<file path="src/sv/dva_pkg.sv">
`timescale 1ns / 1ps
// Shared types, constants and helpers of the drum voice allocator.
// No dependencies; every other file imports this package.
package dva_pkg;

  localparam int DVA_VOICES      = 4;
  localparam int DVA_QUEUE_DEPTH = 4;

  // event kinds carried in in_tuser
  typedef enum logic [1:0] {
    MODE_NOTE_ON  = 2'd0,
    MODE_FINISHED = 2'd1,
    MODE_NOTE_OFF = 2'd2
  } dva_mode_t;

  localparam logic [7:0] NO_NOTE = 8'hFF;

  localparam int PNUM_W  = 26;
  localparam int AMP_W   = 16;
  localparam int NOTE_W  = 7;
  localparam int POLE_W  = 17;

  // pole = floor((65470964 - 600*a) / 1000), division by reciprocal multiply
  localparam logic [PNUM_W-1:0] POLE_BIAS  = 26'd65470964;
  localparam logic [9:0]        POLE_STEP  = 10'd600;
  localparam logic [26:0]       POLE_RECIP = 27'd68719477;
  localparam int                POLE_SHIFT = 36;

  // note-off gain = floor((a + 50) / 100)
  localparam logic [16:0] GAIN_BIAS  = 17'd50;
  localparam logic [17:0] GAIN_RECIP = 18'd167773;
  localparam int          GAIN_SHIFT = 24;

  // queue status seen by both ends
  typedef struct packed {
    logic full;
    logic empty;
  } dva_qstat_t;

  // width of one queued job: on flag, voice, note, reused, stolen,
  // pole numerator, amplitude, active count
  function automatic int dva_job_w(input int voices);
    return 1 + $clog2(voices) + NOTE_W + 1 + 1 + PNUM_W + AMP_W + $clog2(voices + 1);
  endfunction

endpackage

</file>
<file path="src/sv/drum_voice_allocator_core.sv">
`timescale 1ns / 1ps
// Top level of the drum voice allocator: front end, job queue, back end.
// Depends on dva_pkg, dva_front, dva_queue and dva_back.
//
//  channel | direction | handshake             | payload
//  in_     | input     | in_tvalid/in_tready   | tuser: mode; tdata: note, amplitude, voice
//  out_    | output    | out_tvalid/out_tready | tdata: voice fields, pole, gain; tlast: last
//  cfg_    | input     | cfg_valid/cfg_ready   | cfg_data: ignore_note_off
//
// The front takes one event a cycle while the job queue has room; the
// allocation update is done in that same cycle.
// The back end hands out one result a cycle while out_tready lets the output
// register drain: one for a note-on, one per active voice for a note-off; the
// pole and gain multipliers sit between the job register and the output register.
// Reset clears all voices to idle at once, no sweep. cfg_ready is always high.
// A stalled output fills the queue, then in_tready drops.
module drum_voice_allocator_core #(
  parameter int VOICES      = dva_pkg::DVA_VOICES,
  parameter int QUEUE_DEPTH = dva_pkg::DVA_QUEUE_DEPTH,
  localparam int VW         = (VOICES > 1) ? $clog2(VOICES) : 1,
  localparam int IN_TW      = ((23 + VW + 7) / 8) * 8,
  localparam int OUT_TW     = ((43 + VW + 7) / 8) * 8
) (
  input  logic              clk,
  input  logic              rst_n,
  input  logic              in_tvalid,
  output logic              in_tready,
  input  logic [IN_TW-1:0]  in_tdata,   // note[6:0], amplitude[22:7], voice above, zero pad
  input  logic [1:0]        in_tuser,   // mode[1:0]
  input  logic              cfg_valid,
  output logic              cfg_ready,
  input  logic              cfg_data,
  output logic              out_tvalid,
  input  logic              out_tready,
  output logic [OUT_TW-1:0] out_tdata,  // voice_index, start_res, out_note, reused,
                                        // stolen, pole, gain, zero pad
  output logic              out_tlast
);
  import dva_pkg::*;

  localparam int JOB_W = dva_job_w(VOICES);

  logic             q_push, q_pop;
  logic [JOB_W-1:0] q_wdata, q_rdata;
  dva_qstat_t       q_stat;

  assign cfg_ready = 1'b1;

  dva_front #(.VOICES(VOICES)) u_front (
    .clk       (clk),
    .rst_n     (rst_n),
    .in_tvalid (in_tvalid),
    .in_tready (in_tready),
    .in_tdata  (in_tdata),
    .in_tuser  (in_tuser),
    .cfg_valid (cfg_valid),
    .cfg_data  (cfg_data),
    .q_push    (q_push),
    .q_data    (q_wdata),
    .q_stat    (q_stat)
  );

  dva_queue #(.WIDTH(JOB_W), .DEPTH(QUEUE_DEPTH)) u_queue (
    .clk       (clk),
    .rst_n     (rst_n),
    .push      (q_push),
    .push_data (q_wdata),
    .pop       (q_pop),
    .head_data (q_rdata),
    .stat      (q_stat)
  );

  dva_back #(.VOICES(VOICES)) u_back (
    .clk        (clk),
    .rst_n      (rst_n),
    .q_data     (q_rdata),
    .q_stat     (q_stat),
    .q_pop      (q_pop),
    .out_tvalid (out_tvalid),
    .out_tready (out_tready),
    .out_tdata  (out_tdata),
    .out_tlast  (out_tlast)
  );

endmodule

</file>
<file path="src/sv/dva_queue.sv">
`timescale 1ns / 1ps
// Short job queue between the allocation front and the result back end.
// Depends on dva_pkg for the status struct.
module dva_queue #(
  parameter int WIDTH = 8,
  parameter int DEPTH = 4
) (
  input  logic               clk,
  input  logic               rst_n,
  input  logic               push,
  input  logic [WIDTH-1:0]   push_data,
  input  logic               pop,
  output logic [WIDTH-1:0]   head_data,
  output dva_pkg::dva_qstat_t stat
);
  import dva_pkg::*;

  localparam int PTR_W = (DEPTH > 1) ? $clog2(DEPTH) : 1;
  localparam int CNT_W = $clog2(DEPTH + 1);

  logic [WIDTH-1:0] mem_r [DEPTH];
  logic [PTR_W-1:0] wr_ptr_r, wr_ptr_nxt;
  logic [PTR_W-1:0] rd_ptr_r, rd_ptr_nxt;
  logic [CNT_W-1:0] cnt_r, cnt_nxt;

  always_comb begin
    wr_ptr_nxt = wr_ptr_r;
    rd_ptr_nxt = rd_ptr_r;
    cnt_nxt    = cnt_r;
    if (push) begin
      wr_ptr_nxt = (wr_ptr_r == PTR_W'(DEPTH - 1)) ? '0 : wr_ptr_r + PTR_W'(1);
    end
    if (pop) begin
      rd_ptr_nxt = (rd_ptr_r == PTR_W'(DEPTH - 1)) ? '0 : rd_ptr_r + PTR_W'(1);
    end
    if (push && !pop) begin
      cnt_nxt = cnt_r + CNT_W'(1);
    end else if (pop && !push) begin
      cnt_nxt = cnt_r - CNT_W'(1);
    end
  end

  always_ff @(posedge clk) begin
    if (!rst_n) begin
      wr_ptr_r <= '0;
      rd_ptr_r <= '0;
      cnt_r    <= '0;
    end else begin
      wr_ptr_r <= wr_ptr_nxt;
      rd_ptr_r <= rd_ptr_nxt;
      cnt_r    <= cnt_nxt;
    end
  end

  always_ff @(posedge clk) begin
    if (push) begin
      mem_r[wr_ptr_r] <= push_data;
    end
  end

  assign head_data  = mem_r[rd_ptr_r];
  assign stat.full  = (cnt_r == CNT_W'(DEPTH));
  assign stat.empty = (cnt_r == '0);

endmodule

</file>
<file path="src/sv/dva_front.sv">
`timescale 1ns / 1ps
// Front end: takes events, keeps voice ages, notes and active count, picks
// the voice for a note-on and queues one job per event that gives results.
// Depends on dva_pkg.
module dva_front #(
  parameter int VOICES = dva_pkg::DVA_VOICES,
  localparam int VW    = (VOICES > 1) ? $clog2(VOICES) : 1,
  localparam int IN_TW = ((23 + VW + 7) / 8) * 8,
  localparam int JOB_W = dva_pkg::dva_job_w(VOICES)
) (
  input  logic               clk,
  input  logic               rst_n,
  input  logic               in_tvalid,
  output logic               in_tready,
  input  logic [IN_TW-1:0]   in_tdata,
  input  logic [1:0]         in_tuser,
  input  logic               cfg_valid,
  input  logic               cfg_data,
  output logic               q_push,
  output logic [JOB_W-1:0]   q_data,
  input  dva_pkg::dva_qstat_t q_stat
);
  import dva_pkg::*;

  localparam int AGE_W = VW + 1;
  localparam int CNT_W = $clog2(VOICES + 1);

  logic signed [AGE_W-1:0] age_r [VOICES];
  logic signed [AGE_W-1:0] age_nxt [VOICES];
  logic [7:0]              note_r [VOICES];
  logic [7:0]              note_nxt [VOICES];
  logic [VOICES-1:0]       fin_r, fin_nxt;
  logic [CNT_W-1:0]        act_r, act_nxt;
  logic                    ign_r;

  logic [NOTE_W-1:0] in_note;
  logic [AMP_W-1:0]  in_amp;
  logic [VW-1:0]     in_voice;
  dva_mode_t         in_mode;
  logic              in_acc;

  logic              reuse_hit;
  logic [VW-1:0]     reuse_idx, idle_idx, old_idx;
  logic              idle_hit, old_hit;
  logic              fv_hit;
  logic signed [AGE_W-1:0] fv_age, old_age;

  logic              j_on, j_reused, j_stolen;
  logic [VW-1:0]     j_sel;
  logic [NOTE_W-1:0] j_note;
  logic [PNUM_W-1:0] j_pnum;

  assign in_note  = in_tdata[6:0];
  assign in_amp   = in_tdata[22:7];
  assign in_voice = in_tdata[22+VW:23];
  assign in_mode  = dva_mode_t'(in_tuser);
  assign in_tready = !q_stat.full;
  assign in_acc   = in_tvalid && in_tready;

  // pole numerator; the division by 1000 is left to the back end
  assign j_pnum = POLE_BIAS - PNUM_W'(in_amp * POLE_STEP);

  // voice searches, lowest index wins
  always_comb begin
    reuse_hit = 1'b0;
    reuse_idx = '0;
    idle_hit  = 1'b0;
    idle_idx  = '0;
    old_hit   = 1'b0;
    old_idx   = '0;
    fv_hit    = 1'b0;
    fv_age    = '0;
    for (int i = 0; i < VOICES; i++) begin
      if (!reuse_hit && note_r[i] == {1'b0, in_note} && fin_r[i] && age_r[i][AGE_W-1]
          && act_r < CNT_W'(VOICES)) begin
        reuse_hit = 1'b1;
        reuse_idx = VW'(i);
      end
      if (!idle_hit && age_r[i][AGE_W-1]) begin
        idle_hit = 1'b1;
        idle_idx = VW'(i);
      end
      if (!old_hit && age_r[i] == '0) begin
        old_hit = 1'b1;
        old_idx = VW'(i);
      end
      if (in_voice == VW'(i)) begin
        fv_hit = 1'b1;
        fv_age = age_r[i];
      end
    end
  end

  assign old_age = age_r[old_idx];

  always_comb begin
    age_nxt  = age_r;
    note_nxt = note_r;
    fin_nxt  = fin_r;
    act_nxt  = act_r;
    q_push   = 1'b0;
    j_on     = 1'b0;
    j_reused = 1'b0;
    j_stolen = 1'b0;
    j_sel    = '0;
    j_note   = '0;
    if (in_acc) begin
      unique case (in_mode)
        MODE_NOTE_ON: begin
          q_push = 1'b1;
          j_on   = 1'b1;
          j_note = in_note;
          if (reuse_hit) begin
            j_sel    = reuse_idx;
            j_reused = 1'b1;
            age_nxt[reuse_idx] = AGE_W'(act_r);
            act_nxt  = act_r + CNT_W'(1);
          end else if (act_r < CNT_W'(VOICES)) begin
            j_sel    = idle_idx;
            age_nxt[idle_idx]  = AGE_W'(act_r);
            note_nxt[idle_idx] = {1'b0, in_note};
            act_nxt  = act_r + CNT_W'(1);
          end else begin
            // take the oldest voice, move the younger ones one age down
            j_sel    = old_idx;
            j_stolen = 1'b1;
            for (int j = 0; j < VOICES; j++) begin
              if (age_r[j] > old_age) begin
                age_nxt[j] = age_r[j] - AGE_W'(1);
              end
            end
            age_nxt[old_idx]  = AGE_W'(act_r - CNT_W'(1));
            note_nxt[old_idx] = {1'b0, in_note};
          end
          fin_nxt[j_sel] = 1'b0;
        end
        MODE_FINISHED: begin
          if (fv_hit) begin
            if (!fv_age[AGE_W-1]) begin
              for (int j = 0; j < VOICES; j++) begin
                if (age_r[j] > fv_age) begin
                  age_nxt[j] = age_r[j] - AGE_W'(1);
                end
              end
              age_nxt[in_voice] = '1;
              if (act_r != '0) begin
                act_nxt = act_r - CNT_W'(1);
              end
            end
            fin_nxt[in_voice] = 1'b1;
          end
        end
        MODE_NOTE_OFF: begin
          q_push = !ign_r && (act_r != '0);
        end
        default: begin
          // unused kind: drop
        end
      endcase
    end
  end

  assign q_data = {act_r, in_amp, j_pnum, j_stolen, j_reused, j_note, j_sel, j_on};

  always_ff @(posedge clk) begin
    if (!rst_n) begin
      for (int i = 0; i < VOICES; i++) begin
        age_r[i]  <= '1;
        note_r[i] <= NO_NOTE;
      end
      fin_r <= '1;
      act_r <= '0;
      ign_r <= 1'b0;
    end else begin
      age_r  <= age_nxt;
      note_r <= note_nxt;
      fin_r  <= fin_nxt;
      act_r  <= act_nxt;
      if (cfg_valid) begin
        ign_r <= cfg_data;
      end
    end
  end

`ifndef SYNTH
  a_act_bound: assert property (@(posedge clk) disable iff (!rst_n)
    act_r <= CNT_W'(VOICES))
    else $error("active count above voice count");

  a_push_room: assert property (@(posedge clk) disable iff (!rst_n)
    q_push |-> !q_stat.full)
    else $error("job pushed into full queue");

  a_on_counts: assert property (@(posedge clk) disable iff (!rst_n)
    in_acc && in_mode == MODE_NOTE_ON |=> act_r != '0)
    else $error("note-on left no active voice");
`endif

endmodule

</file>
<file path="src/sv/dva_back.sv">
`timescale 1ns / 1ps
// Back end: pops jobs, works out pole and gain and hands out one result per
// cycle into the output register while it is free or being taken. Depends on dva_pkg.
module dva_back #(
  parameter int VOICES  = dva_pkg::DVA_VOICES,
  localparam int VW     = (VOICES > 1) ? $clog2(VOICES) : 1,
  localparam int OUT_TW = ((43 + VW + 7) / 8) * 8,
  localparam int JOB_W  = dva_pkg::dva_job_w(VOICES)
) (
  input  logic               clk,
  input  logic               rst_n,
  input  logic [JOB_W-1:0]   q_data,
  input  dva_pkg::dva_qstat_t q_stat,
  output logic               q_pop,
  output logic               out_tvalid,
  input  logic               out_tready,
  output logic [OUT_TW-1:0]  out_tdata,
  output logic               out_tlast
);
  import dva_pkg::*;

  localparam int CNT_W = $clog2(VOICES + 1);

  // head of queue
  logic              h_on, h_reused, h_stolen;
  logic [VW-1:0]     h_sel;
  logic [NOTE_W-1:0] h_note;
  logic [PNUM_W-1:0] h_pnum;
  logic [AMP_W-1:0]  h_amp;
  logic [CNT_W-1:0]  h_cnt;

  // job in progress
  logic              cur_valid_r, cur_valid_nxt;
  logic              cur_on_r, cur_reused_r, cur_stolen_r;
  logic [VW-1:0]     cur_sel_r;
  logic [NOTE_W-1:0] cur_note_r;
  logic [PNUM_W-1:0] cur_pnum_r;
  logic [AMP_W-1:0]  cur_amp_r;
  logic [CNT_W-1:0]  cur_cnt_r;
  logic [VW-1:0]     idx_r, idx_nxt;

  // output register
  logic              out_valid_r, out_valid_nxt;
  logic [VW-1:0]     out_vi_r;
  logic              out_start_r, out_reused_r, out_stolen_r, out_last_r;
  logic [NOTE_W-1:0] out_note_r;
  logic [POLE_W-1:0] out_pole_r;
  logic [AMP_W-1:0]  out_gain_r;

  logic              adv, cur_last;
  logic [52:0]       pole_prod;
  logic [16:0]       gain_num;
  logic [34:0]       gain_prod;

  assign {h_cnt, h_amp, h_pnum, h_stolen, h_reused, h_note, h_sel, h_on} = q_data;

  assign adv      = cur_valid_r && (!out_valid_r || out_tready);
  assign cur_last = cur_on_r || (CNT_W'(idx_r) + CNT_W'(1) == cur_cnt_r);
  assign q_pop    = !q_stat.empty && (!cur_valid_r || (adv && cur_last));

  assign pole_prod = 53'(cur_pnum_r) * 53'(POLE_RECIP);
  assign gain_num  = 17'(cur_amp_r) + GAIN_BIAS;
  assign gain_prod = 35'(gain_num) * 35'(GAIN_RECIP);

  always_comb begin
    cur_valid_nxt = cur_valid_r;
    idx_nxt       = idx_r;
    out_valid_nxt = out_valid_r;
    if (out_tready) begin
      out_valid_nxt = 1'b0;
    end
    if (adv) begin
      out_valid_nxt = 1'b1;
      if (cur_last) begin
        cur_valid_nxt = 1'b0;
      end else begin
        idx_nxt = idx_r + VW'(1);
      end
    end
    if (q_pop) begin
      cur_valid_nxt = 1'b1;
      idx_nxt       = '0;
    end
  end

  always_ff @(posedge clk) begin
    if (!rst_n) begin
      cur_valid_r <= 1'b0;
      out_valid_r <= 1'b0;
      idx_r       <= '0;
    end else begin
      cur_valid_r <= cur_valid_nxt;
      out_valid_r <= out_valid_nxt;
      idx_r       <= idx_nxt;
    end
  end

  always_ff @(posedge clk) begin
    if (q_pop) begin
      cur_on_r     <= h_on;
      cur_reused_r <= h_reused;
      cur_stolen_r <= h_stolen;
      cur_sel_r    <= h_sel;
      cur_note_r   <= h_note;
      cur_pnum_r   <= h_pnum;
      cur_amp_r    <= h_amp;
      cur_cnt_r    <= h_cnt;
    end
    if (adv) begin
      out_last_r <= cur_last;
      if (cur_on_r) begin
        out_vi_r     <= cur_sel_r;
        out_start_r  <= 1'b1;
        out_note_r   <= cur_note_r;
        out_reused_r <= cur_reused_r;
        out_stolen_r <= cur_stolen_r;
        out_pole_r   <= pole_prod[POLE_SHIFT +: POLE_W];
        out_gain_r   <= cur_amp_r;
      end else begin
        out_vi_r     <= idx_r;
        out_start_r  <= 1'b0;
        out_note_r   <= '0;
        out_reused_r <= 1'b0;
        out_stolen_r <= 1'b0;
        out_pole_r   <= '0;
        out_gain_r   <= 16'(gain_prod[34:GAIN_SHIFT]);
      end
    end
  end

  always_comb begin
    out_tdata = '0;
    out_tdata[VW-1:0]              = out_vi_r;
    out_tdata[VW]                  = out_start_r;
    out_tdata[VW+7:VW+1]           = out_note_r;
    out_tdata[VW+8]                = out_reused_r;
    out_tdata[VW+9]                = out_stolen_r;
    out_tdata[VW+26:VW+10]         = out_pole_r;
    out_tdata[VW+42:VW+27]         = out_gain_r;
  end

  assign out_tvalid = out_valid_r;
  assign out_tlast  = out_last_r;

`ifndef SYNTH
  a_pop_has_job: assert property (@(posedge clk) disable iff (!rst_n)
    q_pop |-> !q_stat.empty)
    else $error("pop from empty queue");

  a_start_last: assert property (@(posedge clk) disable iff (!rst_n)
    out_valid_r && out_start_r |-> out_last_r)
    else $error("note-on result without last");

  a_idx_range: assert property (@(posedge clk) disable iff (!rst_n)
    cur_valid_r && !cur_on_r |-> CNT_W'(idx_r) < cur_cnt_r)
    else $error("note-off index past active count");

  a_job_drains: assert property (@(posedge clk) disable iff (!rst_n)
    adv && cur_last && !q_pop |=> !cur_valid_r)
    else $error("finished job still held");
`endif

endmodule

</file>
<file path="config.mk">
export PLATFORM = sky130hd
export DESIGN_NAME = drum_voice_allocator_core
export DESIGN_NICKNAME = d
export VERILOG_FILES = /design/src/sv/dva_pkg.sv /design/src/sv/drum_voice_allocator_core.sv /design/src/sv/dva_queue.sv /design/src/sv/dva_front.sv /design/src/sv/dva_back.sv
export SDC_FILE = /design/constraint.sdc
export NUM_CORES = 1
export LEC_CHECK = 0
export BUFFER_PORTS_ARGS = -buffer_cell sky130_fd_sc_hd__buf_4
export CORE_ASPECT_RATIO = 0.7
export CORE_MARGIN = 4
export CORE_UTILIZATION = 45
export DETAILED_ROUTE_END_ITERATION = 12
export GPL_ROUTABILITY_DRIVEN = 0
export MAX_ROUTING_LAYER = met4
export REMOVE_ABC_BUFFERS = 1
export SLEW_MARGIN = 5
export SYNTH_ARGS = -nofsm -noshare
export SYNTH_HDL_FRONTEND = slang
export SYNTH_SLANG_ARGS = --single-unit
export TNS_END_PERCENT = 5
</file>
<file path="constraint.sdc">
create_clock -name clk -period 9.27 [get_ports clk]
set_clock_uncertainty 0.2 [all_clocks]
set_input_delay 0.927 -clock clk [delete_from_list [all_inputs] [get_ports clk]]
set_output_delay 0.927 -clock clk [all_outputs]
set_load 0.01 [all_outputs]
</file>
Word-level counts from Yosys, hierarchy flattened

Memory sizes are Yosys's and may differ from the RTL's. A register that Yosys moved wholly into a read port is not among the register bits.
Index checks and enable logic that the tools add are counted.
W data, S select, Z words.

Bits in registers: 109
Memory bits (writable): 228
Input bits: 40
Output and inout port bits: 52
Word-level logic and storage cells: 304
Memories: 1

$add $sub $neg: 14
$mul: 3
$lt $le $gt $ge: 21
Eq/ne operators: 17
Muxes and demuxes: 138
Bitwise logic cells: 11
Reduce and logical (&&, ||, !) cells: 73

Memories:

| name          | depth | width | rd ports | clocked after memory_dff | wr ports | line            | source |
|---|---|---|---|---|---|---|---|
| u_queue.mem_r | 4     | 57    | 1        | 1                        | 1        | dva_queue.sv:21 | `logic [WIDTH-1:0] mem_r [DEPTH];` |

Operator list:

| operator                 | number |
|---|---|
| $mux W3                  | 57 |
| $bwmux W32               | 2 |
| $mul A26 B27 Y53 const B | 1 |
| $mux W12                 | 4 |
| $mux W1                  | 37 |
| $bwmux W12               | 3 |
| $mul A17 B18 Y35 const B | 1 |
| $logic_and A1 B1 Y1      | 34 |
| $demux W8 S2             | 2 |
| $eq A8 B7 Y1             | 4 |
| $mux W32                 | 1 |
| $mux W2                  | 15 |
| $sub A26 B26 Y26 const A | 1 |
| $demux W3 S2             | 4 |
| $gt A3 B3 Y1             | 8 |
| $pmux W12 S2             | 1 |
| $mul A16 B7 Y23 const B  | 1 |
| $add A16 B6 Y17 const B  | 1 |
| $logic_not A1 Y1         | 16 |
| $mux W8                  | 2 |
| $logic_not A3 Y1         | 5 |
| $mux W7                  | 2 |
| $ge A3 B3 Y1 const B     | 4 |
| $lt A3 B1 Y1 const B     | 4 |
| other kinds (37)         | 67 |

Depth between registers and ports, before layout

Depth in word-level cells: 33
Gate-level depth with buffers: 29

By module

From an unflattened synthesis, not the netlist that was laid out.

Cell total of the unflattened synthesis: 3043
Area, all modules: 35066.1 µm²

Modules (own cells, without submodules):

| module                    | times used | cells an instance | area an instance (µm²) | seq. area each (µm²) |
|---|---|---|---|---|
| dva_back                  | 1          | 1842              | 19443.6                | 3173.0 |
| dva_queue                 | 1          | 341               | 8675.8                 | 7026.7 |
| dva_front                 | 1          | 858               | 6935.4                 | 1041.0 |
| drum_voice_allocator_core | 1          | 2                 | 11.3                   | 0.0 |

Worst setup path after synthesis

OpenSTA, ideal clock, no wires.

Path kind: register -> register
Start point: reg u_back.cur_amp_r[1] (read register of u_queue.mem_r)
End point: reg u_back.out_gain_r[10] (data pin)
Library setup time: 0.268 ns
Arrival: 6.721 ns
Required time: 8.802 ns
Setup slack: 2.081 ns
Stages on the path, launching flop included: 29
Path buffers: 0
Clock period less this slack: 7.189 ns
Path through: edfxtp_1 -> ha_1 -> a21oi_1 -> nand2b_1 -> nand3_1 -> nor2_1 -> nand4_1 -> xnor2_1 -> inv_1 -> fa_1 -> inv_1 -> ha_1 -> a21o_1 -> fa_1 -> fa_1 -> fa_1 -> inv_1 -> fa_1 -> inv_1 -> ha_1 -> nand4_1 -> nor3_1 -> nand4_1 -> o21ai_0 -> o21ai_0 -> o21ai_0 -> a21oi_1 -> xnor2_1 -> o21ai_0

Cells in the longest elaborated chain, start to end: 3

RTL lines:

| what                 | line            | source |
|---|---|---|
| start, declared      | dva_back.sv:38  | `logic [AMP_W-1:0] cur_amp_r;` |
| $add A16 B6 Y17      | dva_back.sv:62  | `assign gain_num = 17'(cur_amp_r) + GAIN_BIAS;` |
| $mul A17 B18 Y35     | dva_back.sv:63  | `assign gain_prod = 35'(gain_num) * 35'(GAIN_RECIP);` |
| $mux W11             | dva_back.sv:111 | `if (cur_on_r) begin` |
| end signal, assigned | dva_back.sv:118 | `out_gain_r <= cur_amp_r;` |
| end signal, assigned | dva_back.sv:126 | `out_gain_r <= 16'(gain_prod[34:GAIN_SHIFT]);` |
| end, declared        | dva_back.sv:48  | `logic [AMP_W-1:0] out_gain_r;` |

No other way between the ends.
A chain may end at the register's enable or synchronous reset.

Final worst setup path

Start point: reg u_back.cur_amp_r[1] (read register of u_queue.mem_r)
End point: reg u_back.out_gain_r[6] (data pin)

Same word-level chain as after synthesis.

==> results.json <==
{
  "drt_iter0_drc": 1467,
  "critPathMaxFanout": 8,
  "cts_hold_buffers": 0,
  "slowest_delay_ns": 0.54,
  "rows": 83,
  "setup_viol": 0,
  "maxCapViolCount": 0,
  "synthCells": 2963,
  "end_kind": "register",
  "grt_pass1_wl_mm": 122.7,
  "drt-total-wl_mm": 76.51,
  "worstHoldEndpoint": "u_front.note_r[7]",
  "antenna_cells": 0,
  "clockBufferDepth": 3,
  "avgSynthCellArea_um2": 11.33,
  "ys_types": 89,
  "fin_nets": 3907,
  "cp_slowest_cell": "fa_1",
  "crit-reg2reg-launch": "u_back.cur_amp_r[1]",
  "crit_arrival_ns": 8.39,
  "reg2reg_to": "u_back.out_gain_r[6]",
  "drtPass1Iterations": 5,
  "path_clk_slew_ns": 0.06,
  "worst-slew-pin-transition_ns": 0.9594,
  "ys_ff_latch": 374,
  "cp.required_ns": 9.38,
  "clk_latency_ns": 0.59,
  "regToRegSetupSlack_ns": 0.98,
  "holdCritStartpoint": "u_front.note_r[7]",
  "grt_pass1_vias": 22010,
  "area_growth_pct": 8.844,
  "synth_edf_count": 311,
  "met1_usage_pct": 30.76,
  "synthArstFlopShare_pct": 0,
  "netlist.area_leader.share_pct": 27.81,
  "viasPerCell": 5.269,
  "crit_top_cell": "fa_1",
  "path_class": "reg2reg",
  "cts_resized": 0,
  "cts_buffers": 41,
  "clock-sinks": 374,
  "status": "completed",
  "cp-start-kind": "register",
  "ys_warn_count": 0,
  "top_usage_layer": "met1",
  "h-tree-depth": 2,
  "met2_usage_pct": 28.21,
  "grt_use_total_pct": 20.22,
  "post-synth-top-area-cell": "edfxtp_1",
  "hp-class": "reg2reg",
  "dieArea_um2": 79140,
  "cts_setup_buffers": 0,
  "netlist_area_um2": 33580,
  "wire_per_inst_um": 18.87,
  "cts_tree": "yes",
  "antenna_found_initial": 1,
  "die_height_um": 236.6,
  "rsz0062_at_grt": "false",
  "hold_violations": 0,
  "drtAntennaViolNets": 0,
  "fin_crit_ns": 8.285,
  "dp_hpwl_mm": 59.47,
  "io_pins": 92,
  "coreArea_um2": 73630,
  "io_buffers": 80,
  "cts_root_buffer": "clkbuf_16",
  "final_max_slew_viol_count": 0,
  "grt_max_degree": 63,
  "setup_tns_ns": 0,
  "yosysSeqAreaShare_pct": 31.56,
  "via_count": 21360,
  "timing.fmax_mhz": 120.7,
  "whs_path_depth": 2,
  "period_share_pct": 89.38,
  "ys.flop_type": "edfxtp_1",
  "chipWidth_um": 334.5,
  "drc": 0,
  "grt.overflow.total": 0,
  "yosys-top-cells-area": "edfxtp_1 28%, fa_1 19%, ha_1 19%",
  "crit_start": "u_back.cur_amp_r[1]",
  "start_util_pct": 45.61,
  "final_layout_size_suffix_gt1_share_pct": 8.255,
  "rr_worst_depth": 29,
  "relSlewSlack_pct": 35.65,
  "grtUsageMet3_pct": 4.435
}
## metrics by stage
step | setup WS [ns] | std cells | utilization (%) | instance area [um2] | hold WS, ns
floorplan | 2.059 | 2904 | - | 33300 | 0.2222
global placement | 1.175 | 3979 | 47.90 | 35270 | 0.2333
detailed placement | 1.111 | 3979 | 47.90 | 35270 | 0.2565
CTS | 1.051 | 4054 | 49.65 | 36560 | 0.2718
global route | 0.3725 | 4054 | 49.65 | 36560 | 0.3004
finish | 0.9846 | 4054 | 49.65 | 36560 | 0.2657
## critical path, delay by kind of cell, from the launching register on
family / cells / cell delay, ns
XOR/XNOR: 2 / 0.60
flip-flops: 1 / 0.52
AO/OA/AOI/OAI: 7 / 1.17
adder cells (fa/ha/maj): 8 / 3.48
AND/OR/NAND/NOR: 7 / 1.52
buffers and inverters: 5 / 0.48
## worst max path at each step
stage,end,slack [ns],cells past startpoint
final,u_back.out_gain_r[6],0.98,29
after global routing,u_back.out_gain_r[6],0.37,29
after CTS,u_back.out_gain_r[6],1.05,29
after detailed placement,u_back.out_gain_r[6],1.11,26
after global placement,u_back.out_gain_r[6],1.18,29
after floorplan,u_back.out_gain_r[10],2.06,28
## flip-flops by register name, indices dropped and copies added, names as in the netlist, 3 cells and up
signal,flops
u_front.fin_r,4
u_back.out_pole_r,17
u_queue.mem_r,212
u_front.note_r,32
u_back.cur_pnum_r,22
u_back.cur_cnt_r,3
u_queue.cnt_r,3
u_front.age_r,12
u_back.out_note_r,7
u_back.cur_amp_r,16
u_back.out_gain_r,16
u_back.cur_note_r,7
u_front.act_r,3
## cell usage in the layout (no fill, tap or decap), types with 11 or more instances in the layout
cell type / count
xnor2_1: 75
inv_1: 663
mux2i_1: 37
o21ai_0: 78
xor2_1: 46
edfxtp_1: 311
fa_1: 318
a21o_1: 36
mux4_2: 56
buf_4: 98
nand3_1: 43
nor3_1: 24
nor2b_1: 31
nand2_1: 129
nand2b_1: 22
nor2_1: 84
nand4_1: 26
ha_1: 504
a21oi_1: 91
o211ai_1: 11
clkbuf_16: 41
and2_1: 37
dfxtp_1: 61
a211oi_1: 11
## synthesized netlist by cell type (9+ instances only)
library cell	count
o211ai_1	11
nand2_1	129
mux2i_1	37
o21ai_1	9
inv_1	664
o21ai_0	78
a21oi_1	91
nor3_1	25
a211oi_1	11
o311ai_0	10
ha_1	504
nand4_1	26
clkbuf_1	34
o31ai_1	9
xnor2_1	75
and2_1	42
dfxtp_1	63
nand2b_1	22
a21o_1	36
fa_1	318
nand3_1	43
mux4_2	56
xor2_1	46
buf_4	9
edfxtp_1	311
o22ai_1	9
nor2_1	84
nor2b_1	31
## kinds of logic (layout without fill, tap and decap cells)
group                      Yosys count  in the layout  share of synthesized area, %
adders and majority gates          822            822                         37.73
buffers and inverters              725            837                         8.300
and+or+nand+nor                    466            466                         7.213
DFF                                374            374                         31.56
AOI/OAI and AO/OA                  356            356                         6.974
xor gates and xnor gates           122            122                         3.237
muxes                               96             96                         4.959
other                                2              4                       0.02236
## per-layer routing
metal  wire length [um]  part of all wire [%]
met5                  0                     0
met4                845                   1.1
met3               5513                   7.2
met2              31580                    41
met1              38570                    50
## final cells by class
class / instances / area (um2)
Fill cell: 6516 / 37070
Multi-Input combinational cell: 1866 / 20220
Sequential cell: 374 / 10610
Inverter: 664 / 2492
Tap cell: 977 / 1222
Clock buffer: 50 / 1060
Timing Repair Buffer: 98 / 735.7
Clock inverter: 25 / 224.0
Power is not shown: default switching activity piles up to over one toggle a cycle in this logic, so the estimate is an artifact.
